<file path="src/hw/rtl/tahq_pkg.sv">
// Package for the timed action heap queue: beat structs, codes and states.
// No dependencies.
`default_nettype none
package tahq_pkg;

    localparam logic [1:0] FUNC_PUSH   = 2'd0;
    localparam logic [1:0] FUNC_RUN    = 2'd1;
    localparam logic [1:0] FUNC_REMOVE = 2'd2;
    localparam logic [1:0] FUNC_UNUSED = 2'd3;

    localparam logic [2:0] KIND_PUSH_OK     = 3'd0;
    localparam logic [2:0] KIND_PUSH_FULL   = 3'd1;
    localparam logic [2:0] KIND_DUE         = 3'd2;
    localparam logic [2:0] KIND_RUN_DONE    = 3'd3;
    localparam logic [2:0] KIND_REMOVE_DONE = 3'd4;

    // one heap entry as held in memory
    typedef struct packed {
        logic [63:0] due;
        logic [9:0]  owner;
        logic [7:0]  action;
    } entry_t;

    localparam int ENTRY_W = 82;

    typedef struct packed {
        logic [1:0]  func;
        logic [9:0]  owner_id;
        logic [7:0]  action_code;
        logic [63:0] exec_time;
        logic [63:0] current_time;
    } in_beat_t;

    typedef struct packed {
        logic [2:0]  kind;
        logic [9:0]  owner_id_out;
        logic [7:0]  action_code_out;
        logic [63:0] due_time_out;
        logic [63:0] time_until_next;
        logic [5:0]  entry_total;
        logic        last;
    } out_beat_t;

    typedef enum logic [4:0] {
        ST_IDLE,
        ST_UP_RD,
        ST_UP_CMP,
        ST_RUN_TOP,
        ST_RUN_CHK,
        ST_RUN_TAIL,
        ST_RUN_WAIT,
        ST_DN_RD,
        ST_DN_L,
        ST_DN_R,
        ST_DN_CMP,
        ST_RM_RD,
        ST_RM_WAIT,
        ST_RM_CHK,
        ST_BLD_NEXT,
        ST_TOP_RD,
        ST_TOP_WAIT,
        ST_CLOSE,
        ST_EMIT
    } state_t;

endpackage
`default_nettype wire

</file>
<file path="src/hw/rtl/tahq_ram.sv">
// Generic single-port-write, single-port-read RAM with registered read.
// No dependencies.
`default_nettype none
module tahq_ram #(
    parameter int WIDTH = 8,
    parameter int DEPTH = 32
) (
    input  wire logic                     clk,
    input  wire logic                     we,
    input  wire logic [$clog2(DEPTH)-1:0] waddr,
    input  wire logic [WIDTH-1:0]         wdata,
    input  wire logic [$clog2(DEPTH)-1:0] raddr,
    output logic      [WIDTH-1:0]         rdata
);
    logic [WIDTH-1:0] mem [DEPTH];

    always_ff @(posedge clk)
    begin
        if (we)
        begin
            mem[waddr] <= wdata;
        end
        rdata <= mem[raddr];
    end
endmodule
`default_nettype wire

</file>
<file path="src/hw/rtl/timed_action_heap_queue.sv">
// Top level of the timed action heap queue: control sequencer around one heap RAM.
// Depends on tahq_pkg and tahq_ram.
//
// Usage: commands arrive on in_valid/in_ready as in_beat_t beats; results leave
// on out_valid/out_ready as out_beat_t beats, the final one of each command
// flagged by last. One command is worked on at a time; in_ready is high only
// while the sequencer is idle and the output register is empty or draining.
// Entries live in one RAM with registered read.
// A push sifts the new entry up from the first free slot, climbing up to 5 levels
// at 32 entries. A run pops each due entry in turn, moves the last entry to the
// root and sifts it down. A remove compacts the surviving entries in order, then
// sifts down each inner node from the last one back to the root, then closes.
// Each result beat sits in the output register; when the receiver stalls the
// sequencer waits on it.
// Reset empties the heap at once (entry count cleared), no clearing pass;
// RAM contents are undefined until written, and a read past the count is never used.
// func 3 is dropped with no result.
`default_nettype none
module timed_action_heap_queue #(
    parameter int CAPACITY = 32
) (
    input  wire logic               clk,
    input  wire logic               rst_n,
    input  wire logic               in_valid,
    output logic                    in_ready,
    input  wire tahq_pkg::in_beat_t in_data,
    output logic                    out_valid,
    input  wire logic               out_ready,
    output tahq_pkg::out_beat_t     out_data
);
    localparam int AW = $clog2(CAPACITY);
    localparam int CW = $clog2(CAPACITY + 1);

    tahq_pkg::state_t state_reg, state_next, ret_reg, ret_next;
    tahq_pkg::in_beat_t cmd_reg, cmd_next;
    logic [CW-1:0] count_reg, count_next;
    logic [CW-1:0] idx_reg, idx_next;      // working slot
    logic [CW-1:0] wr_reg, wr_next;        // compaction write pointer / build index
    tahq_pkg::entry_t cur_reg, cur_next;   // entry being moved
    tahq_pkg::entry_t best_reg, best_next; // best child so far
    logic [CW-1:0] bidx_reg, bidx_next;
    tahq_pkg::out_beat_t obuf_reg, obuf_next;
    logic ovalid_reg, ovalid_next;

    logic ram_we;
    logic [AW-1:0] ram_waddr, ram_raddr;
    tahq_pkg::entry_t ram_wdata, ram_rdata;
    logic [tahq_pkg::ENTRY_W-1:0] rd_raw;
    logic [CW:0] lchild;
    logic [CW-1:0] parent;
    logic [63:0] now;

    tahq_ram #(.WIDTH(tahq_pkg::ENTRY_W), .DEPTH(CAPACITY)) u_heap (
        .clk(clk), .we(ram_we), .waddr(ram_waddr), .wdata(ram_wdata),
        .raddr(ram_raddr), .rdata(rd_raw)
    );
    assign ram_rdata = rd_raw;

    assign in_ready  = (state_reg == tahq_pkg::ST_IDLE) && (!ovalid_reg || out_ready);
    assign out_valid = ovalid_reg;
    assign out_data  = obuf_reg;
    assign now       = cmd_reg.current_time;
    assign lchild    = {idx_reg, 1'b1};
    assign parent    = (idx_reg - CW'(1)) >> 1;

    // state and datapath registers
    always_ff @(posedge clk or negedge rst_n)
    begin
        if (!rst_n)
        begin
            state_reg  <= tahq_pkg::ST_IDLE;
            ret_reg    <= tahq_pkg::ST_IDLE;
            count_reg  <= '0;
            ovalid_reg <= 1'b0;
        end
        else
        begin
            state_reg  <= state_next;
            ret_reg    <= ret_next;
            count_reg  <= count_next;
            ovalid_reg <= ovalid_next;
        end
    end

    always_ff @(posedge clk)
    begin
        cmd_reg  <= cmd_next;
        idx_reg  <= idx_next;
        wr_reg   <= wr_next;
        cur_reg  <= cur_next;
        best_reg <= best_next;
        bidx_reg <= bidx_next;
        obuf_reg <= obuf_next;
    end

    // sequencer
    always_comb
    begin
        state_next  = state_reg;
        ret_next    = ret_reg;
        cmd_next    = cmd_reg;
        count_next  = count_reg;
        idx_next    = idx_reg;
        wr_next     = wr_reg;
        cur_next    = cur_reg;
        best_next   = best_reg;
        bidx_next   = bidx_reg;
        obuf_next   = obuf_reg;
        ovalid_next = ovalid_reg && !out_ready;
        ram_we      = 1'b0;
        ram_waddr   = idx_reg[AW-1:0];
        ram_wdata   = cur_reg;
        ram_raddr   = idx_reg[AW-1:0];

        case (state_reg)
            tahq_pkg::ST_IDLE:
            begin
                if (in_valid && in_ready)
                begin
                    cmd_next = in_data;
                    obuf_next = '0;
                    case (in_data.func)
                        tahq_pkg::FUNC_PUSH:
                        begin
                            if (count_reg >= CW'(CAPACITY))
                            begin
                                obuf_next.kind = tahq_pkg::KIND_PUSH_FULL;
                                state_next = tahq_pkg::ST_TOP_RD;
                            end
                            else
                            begin
                                obuf_next.kind = tahq_pkg::KIND_PUSH_OK;
                                cur_next = '{due: in_data.exec_time,
                                             owner: in_data.owner_id,
                                             action: in_data.action_code};
                                idx_next = count_reg;
                                count_next = count_reg + CW'(1);
                                state_next = tahq_pkg::ST_UP_RD;
                            end
                        end
                        tahq_pkg::FUNC_RUN:
                        begin
                            state_next = tahq_pkg::ST_RUN_TOP;
                        end
                        tahq_pkg::FUNC_REMOVE:
                        begin
                            obuf_next.kind = tahq_pkg::KIND_REMOVE_DONE;
                            idx_next = '0;
                            wr_next = '0;
                            state_next = tahq_pkg::ST_RM_RD;
                        end
                        default:
                        begin
                            state_next = tahq_pkg::ST_IDLE;
                        end
                    endcase
                end
            end

            // sift-up: hole at idx, new entry in cur
            tahq_pkg::ST_UP_RD:
            begin
                if (idx_reg == '0)
                begin
                    ram_we = 1'b1;
                    state_next = tahq_pkg::ST_TOP_RD;
                end
                else
                begin
                    ram_raddr = parent[AW-1:0];
                    state_next = tahq_pkg::ST_UP_CMP;
                end
            end
            tahq_pkg::ST_UP_CMP:
            begin
                if (cur_reg.due < ram_rdata.due)
                begin
                    ram_we = 1'b1;
                    ram_wdata = ram_rdata;
                    idx_next = parent;
                    state_next = tahq_pkg::ST_UP_RD;
                end
                else
                begin
                    ram_we = 1'b1;
                    state_next = tahq_pkg::ST_TOP_RD;
                end
            end

            // run: read top
            tahq_pkg::ST_RUN_TOP:
            begin
                ram_raddr = '0;
                state_next = tahq_pkg::ST_RUN_CHK;
            end
            tahq_pkg::ST_RUN_CHK:
            begin
                if (!ovalid_reg || out_ready)
                begin
                    if (count_reg != '0 && ram_rdata.due <= now)
                    begin
                        obuf_next = '0;
                        obuf_next.kind = tahq_pkg::KIND_DUE;
                        obuf_next.owner_id_out = ram_rdata.owner;
                        obuf_next.action_code_out = ram_rdata.action;
                        obuf_next.due_time_out = ram_rdata.due;
                        obuf_next.entry_total = 6'(count_reg - CW'(1));
                        ovalid_next = 1'b1;
                        count_next = count_reg - CW'(1);
                        ram_raddr = AW'(count_reg - CW'(1));
                        state_next = tahq_pkg::ST_RUN_TAIL;
                    end
                    else
                    begin
                        obuf_next = '0;
                        obuf_next.kind = tahq_pkg::KIND_RUN_DONE;
                        state_next = tahq_pkg::ST_TOP_RD;
                    end
                end
                else
                begin
                    state_next = tahq_pkg::ST_RUN_TOP;
                end
            end
            tahq_pkg::ST_RUN_TAIL:
            begin
                cur_next = ram_rdata;
                idx_next = '0;
                ret_next = tahq_pkg::ST_RUN_TOP;
                state_next = tahq_pkg::ST_DN_RD;
            end

            // sift-down of cur from hole idx
            tahq_pkg::ST_DN_RD:
            begin
                if (lchild < (CW + 1)'(count_reg))
                begin
                    ram_raddr = lchild[AW-1:0];
                    state_next = tahq_pkg::ST_DN_L;
                end
                else
                begin
                    ram_we = (count_reg != '0);
                    state_next = ret_reg;
                end
            end
            tahq_pkg::ST_DN_L:
            begin
                best_next = ram_rdata;
                bidx_next = lchild[CW-1:0];
                if (lchild + (CW + 1)'(1) < (CW + 1)'(count_reg))
                begin
                    ram_raddr = AW'(lchild + (CW + 1)'(1));
                    state_next = tahq_pkg::ST_DN_R;
                end
                else
                begin
                    state_next = tahq_pkg::ST_DN_CMP;
                end
            end
            tahq_pkg::ST_DN_R:
            begin
                if (ram_rdata.due < best_reg.due)
                begin
                    best_next = ram_rdata;
                    bidx_next = bidx_reg + CW'(1);
                end
                state_next = tahq_pkg::ST_DN_CMP;
            end
            tahq_pkg::ST_DN_CMP:
            begin
                ram_we = 1'b1;
                if (best_reg.due < cur_reg.due)
                begin
                    ram_wdata = best_reg;
                    idx_next = bidx_reg;
                    state_next = tahq_pkg::ST_DN_RD;
                end
                else
                begin
                    state_next = ret_reg;
                end
            end

            // remove: compact in order
            tahq_pkg::ST_RM_RD:
            begin
                if (idx_reg < count_reg)
                begin
                    state_next = tahq_pkg::ST_RM_WAIT;
                end
                else
                begin
                    count_next = wr_reg;
                    wr_next = wr_reg >> 1;
                    state_next = tahq_pkg::ST_BLD_NEXT;
                end
            end
            tahq_pkg::ST_RM_WAIT:
            begin
                state_next = tahq_pkg::ST_RM_CHK;
            end
            tahq_pkg::ST_RM_CHK:
            begin
                if (ram_rdata.owner != cmd_reg.owner_id)
                begin
                    ram_we = 1'b1;
                    ram_waddr = wr_reg[AW-1:0];
                    ram_wdata = ram_rdata;
                    wr_next = wr_reg + CW'(1);
                end
                idx_next = idx_reg + CW'(1);
                state_next = tahq_pkg::ST_RM_RD;
            end

            // bottom-up rebuild: wr counts down over inner nodes
            tahq_pkg::ST_BLD_NEXT:
            begin
                if (wr_reg == '0)
                begin
                    state_next = tahq_pkg::ST_TOP_RD;
                end
                else
                begin
                    ram_raddr = AW'(wr_reg - CW'(1));
                    idx_next = wr_reg - CW'(1);
                    wr_next = wr_reg - CW'(1);
                    ret_next = tahq_pkg::ST_BLD_NEXT;
                    state_next = tahq_pkg::ST_RUN_WAIT;
                end
            end
            tahq_pkg::ST_RUN_WAIT:
            begin
                cur_next = ram_rdata;
                state_next = tahq_pkg::ST_DN_RD;
            end

            // closing beat: top entry held on the read port
            tahq_pkg::ST_TOP_RD:
            begin
                ram_raddr = '0;
                state_next = tahq_pkg::ST_TOP_WAIT;
            end
            tahq_pkg::ST_TOP_WAIT:
            begin
                ram_raddr = '0;
                state_next = tahq_pkg::ST_CLOSE;
            end
            tahq_pkg::ST_CLOSE:
            begin
                ram_raddr = '0;
                if (!ovalid_reg || out_ready)
                begin
                    if (count_reg == '0)
                    begin
                        obuf_next.time_until_next = '1;
                    end
                    else if (ram_rdata.due <= now)
                    begin
                        obuf_next.time_until_next = '0;
                    end
                    else
                    begin
                        obuf_next.time_until_next = ram_rdata.due - now;
                    end
                    obuf_next.entry_total = 6'(count_reg);
                    obuf_next.last = 1'b1;
                    ovalid_next = 1'b1;
                    state_next = tahq_pkg::ST_EMIT;
                end
            end
            tahq_pkg::ST_EMIT:
            begin
                state_next = tahq_pkg::ST_IDLE;
            end
            default:
            begin
                state_next = tahq_pkg::ST_IDLE;
            end
        endcase
    end

    // checks
    a_count_bound: assert property (@(posedge clk) disable iff (!rst_n)
        count_reg <= CW'(CAPACITY))
        else $error("entry count beyond capacity");
    a_accept_free: assert property (@(posedge clk) disable iff (!rst_n)
        (in_valid && in_ready) |-> (state_reg == tahq_pkg::ST_IDLE
                                    && (!ovalid_reg || out_ready)))
        else $error("accept outside idle or with a result beat waiting");
    a_out_hold: assert property (@(posedge clk) disable iff (!rst_n)
        (out_valid && !out_ready) |=> (out_valid && $stable(out_data)))
        else $error("stalled result beat changed");
    a_no_overwrite: assert property (@(posedge clk) disable iff (!rst_n)
        (ovalid_next && ovalid_reg && !out_ready) |-> (obuf_next == obuf_reg))
        else $error("pending beat overwritten");
endmodule
`default_nettype wire

</file>
<file path="config.mk">
export PLATFORM = sky130hd
export DESIGN_NAME = timed_action_heap_queue
export DESIGN_NICKNAME = d
export VERILOG_FILES = /design/src/hw/rtl/tahq_pkg.sv /design/src/hw/rtl/tahq_ram.sv /design/src/hw/rtl/timed_action_heap_queue.sv
export SDC_FILE = /design/constraint.sdc
export NUM_CORES = 2
export LEC_CHECK = 0
export BUFFER_PORTS_ARGS = -buffer_cell sky130_fd_sc_hd__buf_2
export CORE_ASPECT_RATIO = 1.1
export CORE_MARGIN = 2
export CORE_UTILIZATION = 45
export CTS_CLUSTER_SIZE = 16
export DETAILED_ROUTE_END_ITERATION = 12
export MAX_ROUTING_LAYER = met4
export SYNTH_ARGS = -nofsm -noshare
export SYNTH_HDL_FRONTEND = slang
export SYNTH_SLANG_ARGS = --single-unit
</file>
<file path="constraint.sdc">
create_clock -name clk -period 10.8 [get_ports clk]
set_clock_uncertainty 0.1 [all_clocks]
set_input_delay 2.16 -clock clk [delete_from_list [all_inputs] [get_ports clk]]
set_output_delay 2.16 -clock clk [all_outputs]
set_load 0.01 [all_outputs]
</file>
# Yosys cells after proc, flatten, opt, wreduce, memory -nomap -nowiden
# Memories as Yosys holds them, arrays and structs flattened. A register that Yosys moved wholly into a read port is not among the register bits.
# Cells that the tools add are included.
# Widths: inputs -> output; s select.
[op_classes]
add_sub_neg = 9
mul = 0
n_div = 0
order_cmp = 8
n_eq_ne = 35
n_shift = 0
n_mux = 76
bitwise = 0
reduce_logical = 34
[ops]
columns = ["operator", "count"]
rows = [
  ["$mux 82", 7],
  ["$pmux 82 s2", 2],
  ["$mux 156", 2],
  ["$pmux 82 s3", 1],
  ["$pmux 71 s3", 1],
  ["$lt 64x64->1", 3],
  ["$pmux 85 s2", 1],
  ["$mux 154", 1],
  ["$mux 64", 2],
  ["$mux 6", 16],
  ["$pmux 5 s17", 1],
  ["$mux 71", 1],
  ["$mux 5", 14],
  ["$le 64x64->1", 1],
  ["$sub 64x64->64", 1],
  ["$eq 5x4->1 const B", 8],
  ["$pmux 6 s6", 1],
  ["$pmux 5 s6", 1],
  ["$add 6x1->6 const B", 4],
  ["$pmux 6 s2", 2],
  ["$pmux 6 s4", 1],
  ["$eq 5x3->1 const B", 4],
  ["$mux 4", 5],
  ["$ne 2x2->1 const B", 10],
  ["39 further kinds", 72],
]
[word_totals]
regBits = 429
latch_bits = 0
ram_bits = 2624
mem_bits_ro = 0
inputBits = 152
output_inout_bits = 158
elab_cells = 185
mem_count = 1
[mem_list]
columns = ["name", "words", "width", "rd", "rd_ports_with_merged_regs", "wr", "line", "text"]
rows = [
  ["u_heap.mem", 32, 82, 1, 1, 1, "tahq_ram.sv:15", "logic [WIDTH-1:0] mem [DEPTH];"],
]

# Logic depth before layout (Yosys ltp)
[logic_depth]
ltp_word = 6
ltp_mapped = 20
ltp_nobuf = 16

# By module
# From an unflattened synthesis, not the netlist that was laid out.
[unflattened]
cells_unflattened = 7594
area_unflattened_um2 = 129021.2
[modules_own_cells]
columns = ["mod", "instances", "cells_each", "area_each_um2", "seq_area_each_um2"]
rows = [
  ["tahq_ram", 1, 4814, 101377.2, 80437.1],
  ["timed_action_heap_queue", 1, 2780, 27644.0, 12747.2],
]

# Worst setup path before layout
# OpenSTA, ideal clock, no wires.
[synth_timing]
kind = "input-to-reg"
startpoint = "in out_ready"
endpoint = "reg cur_reg[0] (netlist name) (enable)"
setup_time_ps = 443
arrival_time_ps = 7791
required_time_ps = 10257
path_slack_ps = 2466
stages = 5
path_buffers = 0
cell_sequence = "nand2b_1 -> nand2_1 -> nor2_1 -> nand3_1 -> nand2_1"
[synth_via]
elab_chain_len = 5
[synth_lines]
columns = ["item", "line", "text"]
rows = [
  ["from (decl)", "timed_action_heap_queue.sv:28", "input wire logic out_ready,"],
  ["$logic_or 1x1->1", "timed_action_heap_queue.sv:59", "assign in_ready = (state_reg == tahq_pkg::ST_IDLE) && (!ovalid_reg || out_ready);"],
  ["$logic_and 1x1->1", "timed_action_heap_queue.sv:59", ""],
  ["$logic_and 1x1->1", "timed_action_heap_queue.sv:118", "if (in_valid && in_ready)"],
  ["$ne 2x1->1 (no line)", "--", ""],
  ["$reduce_and 4->1 (no line)", "--", ""],
  ["to (signal assigned)", "timed_action_heap_queue.sv:90", "cur_reg <= cur_next;"],
  ["to (decl)", "timed_action_heap_queue.sv:39", "tahq_pkg::entry_t cur_reg, cur_next;"],
]
# No other way between the ends.
# A chain may end at the register's enable or synchronous reset.

==> impl_metrics.toml <==
[outcome]
outcome = "finished, violations left"
violations = "max-capacitance violations, max-slew violations"

[placement]
place_hpwl_mm = 243
gp_congestion = 0.927
io_buffer_count = 309
dp_cells = 13521

[sta]
slew_headroom = -0.0308
rsz0062_at_grt = "false"
max_freq_mhz = 125
period_share = 0.742
worst_slew_pin_slew_ps = 1550
hold_viol = 0
setup_violations = 0
fin_crit_ps = 8010
report.final.slew_viol_count = 33
setup_tns_ps = 0

[setup_path]
path_cells = "inv_1, ha_1, a21o_1, a21o_1, a21o_1, a21o_1, a2111oi_0, o41ai_1, a221oi_1, o211ai_1, a221oi_1, a21oi_4, buf_4, buf_4, o221ai_2"
worst_path_most_repeated_cell = "a21o_1"
cp_top_family = "compound AO/OA/AOI/OAI gates"
r2r-end = "u_heap.mem[12][30]$_DFFE_PP_"
endpoint_kind = "flop"
startpoint_type = "flop"
r2r.worst_path.cells = 15
crit_end = "u_heap.mem[12][30]$_DFFE_PP_"
crit_fanout = 32
path_class = "flop to flop"
crit_start = "u_heap.rdata[19]$_DFF_P_"
critPathBufInv = 3
r2r-start = "u_heap.rdata[19]$_DFF_P_"
required_ps = 11170
slowest_stage = "o221ai_2"
rrSetupSlack_ps = 2790
cp.depth = 15
crit_path_max_incr_delay_ps = 1110
crit_arrival_ps = 8370

[routing]
final_antenna_net_count = 0
drt_first_pass_iters = 6
vias = 90511
vias_per_cell = 6.41
post_drt_wl_per_cell_um = 32.7
drc_errors = 0
drt_iter0_drc = 13922
wirelength_mm = 462

[global_route]
grt_usage = 0.306
use_met3 = 0.0567
grt_pass1_wl_mm = 642
grtUsageMet2 = 0.465
grt_max_degree = 165
grt_overflow_total = 0
top_usage_layer = "met2"
grt_pass1_vias = 85340
grt_util_met1 = 0.415
antenna_found_initial = 19

[finish]
drive_gt1_frac = 0.110
fin_util = 0.512
areaGrowthSynthToFinish_pct = 13.0
fin_cells = 14118
multi_input_area_um2 = 36600
fin_nets = 10382
final_common_cell = "edfxtp_1"
largest_register = "u_heap.mem"
largest_reg_flops = 2624
final_cell_mix = "edfxtp_1, nand2_1, mux2i_1"
seq_area_um2 = 93200
fillers = 24650

[cts]
cts_root_buf = "clkbuf_16"
clk_latency_ps = 920
h-tree-depth = 5
cts_buffers = 328
cts-hold-fix-buffers = 0
ctsResizeCount = 0
clock_path_buffers = 4
cts_tree = "built"
clk_pin_slew_worst_paths_ps = 60
clkSinkCount = 3133
post-cts-setup-buffers = 0

[logic_synthesis]
ys_ff_latch = 3133
dominantRegCellSynth = "edfxtp_1"
syn_nets = 10225
yosys_warnings = 0
synth.avg_cell_area_um2 = 13.6
synth-async-reset-ratio = 0.00479
synth_cells = 9793
syn_area_um2 = 134000
synth_edf_count = 3036
synth_cell_type_count = 76
ys_seq_area_frac = 0.698

[floorplan]
die_area_um2 = 301000
start_util = 0.453
io_pins = 310
fp.dieW_um = 524
rows = 209
die_h_um = 575
coreArea_um2 = 295000

[flow_run]
cap_viol_max_count = 1

[worst_hold_path]
min_path_type = "flop to flop"
==> per-stage QoR <==
step | setup slack (ps) | cell area (um^2) | hold WS [ps]
6_report | 2790 | 151000 | 313
5_1_grt | 2720 | 151000 | 338
4_1_cts | 2830 | 151000 | 325
3_5_place_dp | 2860 | 140000 | 318
3_3_place_gp | 3130 | 140000 | 320
2_1_floorplan | 2470 | 134000 | 308
==> final cells by class <==
class                      instances  area share
multi-input combinational       5415       0.242
timing repair buffer             489      0.0225
antenna                            6   0.0000995
tap                             3903      0.0324
clock inverter                   181      0.0126
sequential                      3133       0.617
inverter                         583      0.0145
clock buffer                     408      0.0583
==> kinds of logic (layout without fill, tap and decap cells) <==
kind of cell	count (synthesis)	after routing	share of synthesized area
mux	630	630	0.0472
other cells	0	6	0
buf+inv	1245	1661	0.0364
fa+ha+maj	280	280	0.0263
compound gates	2011	2011	0.110
simple gates	2398	2398	0.0768
flops	3133	3133	0.698
xor+xnor	96	96	0.00629
==> worst min path at each step <==
stage	endpoint	startpoint	cells past startpoint	slack, ps
2_1_floorplan	best_reg[0]$_DFFE_PP_	u_heap.rdata[0]$_DFF_P_	0	310
3_3_place_gp	best_reg[4]$_DFFE_PP_	u_heap.rdata[4]$_DFF_P_	0	320
3_5_place_dp	best_reg[4]$_DFFE_PP_	u_heap.rdata[4]$_DFF_P_	0	320
4_1_cts	best_reg[4]$_DFFE_PP_	u_heap.rdata[4]$_DFF_P_	0	320
5_1_grt	best_reg[4]$_DFFE_PP_	u_heap.rdata[4]$_DFF_P_	0	340
6_report	best_reg[4]$_DFFE_PP_	u_heap.rdata[4]$_DFF_P_	0	310
==> worst register-to-register path: stages (launching register included) <==
cell and delay [ps]:
dfxtp_1 750, inv_1 330, ha_1 350, a21o_1 170, a21o_1 180, a21o_1 190, a21o_1 190, a2111oi_0 490
o41ai_1 340, a221oi_1 950, o211ai_1 500, a221oi_1 830, a21oi_4 110, buf_4 430, buf_4 510, o221ai_2 1160
==> synthesized netlist by cell type, drive strengths merged, types with 91 or more instances <==
master,n,area share
a2111oi,251,0.016
a211oi,261,0.015
a21o,110,0.0062
a21oi,190,0.0071
a22oi,94,0.0053
a311oi,241,0.016
a31oi,94,0.0044
buf,178,0.0064
clkbuf,484,0.014
edfxtp,3036,0.68
ha,279,0.026
inv,582,0.016
mux2i,627,0.047
nand2,1473,0.041
nand3,358,0.013
nand4,144,0.0067
nor2,242,0.0068
o2111ai,115,0.0075
o21ai,335,0.013
o221ai,91,0.0060
==> per-layer routing <==
layer,wire (um),part of all wire
met4,17300,0.038
met3,52100,0.11
met5,0,0
met2,210000,0.46
met1,182000,0.39
Power is left out: the tool's default activity adds up to more than one toggle a clock period on the data nets, which glitch-free logic cannot reach.
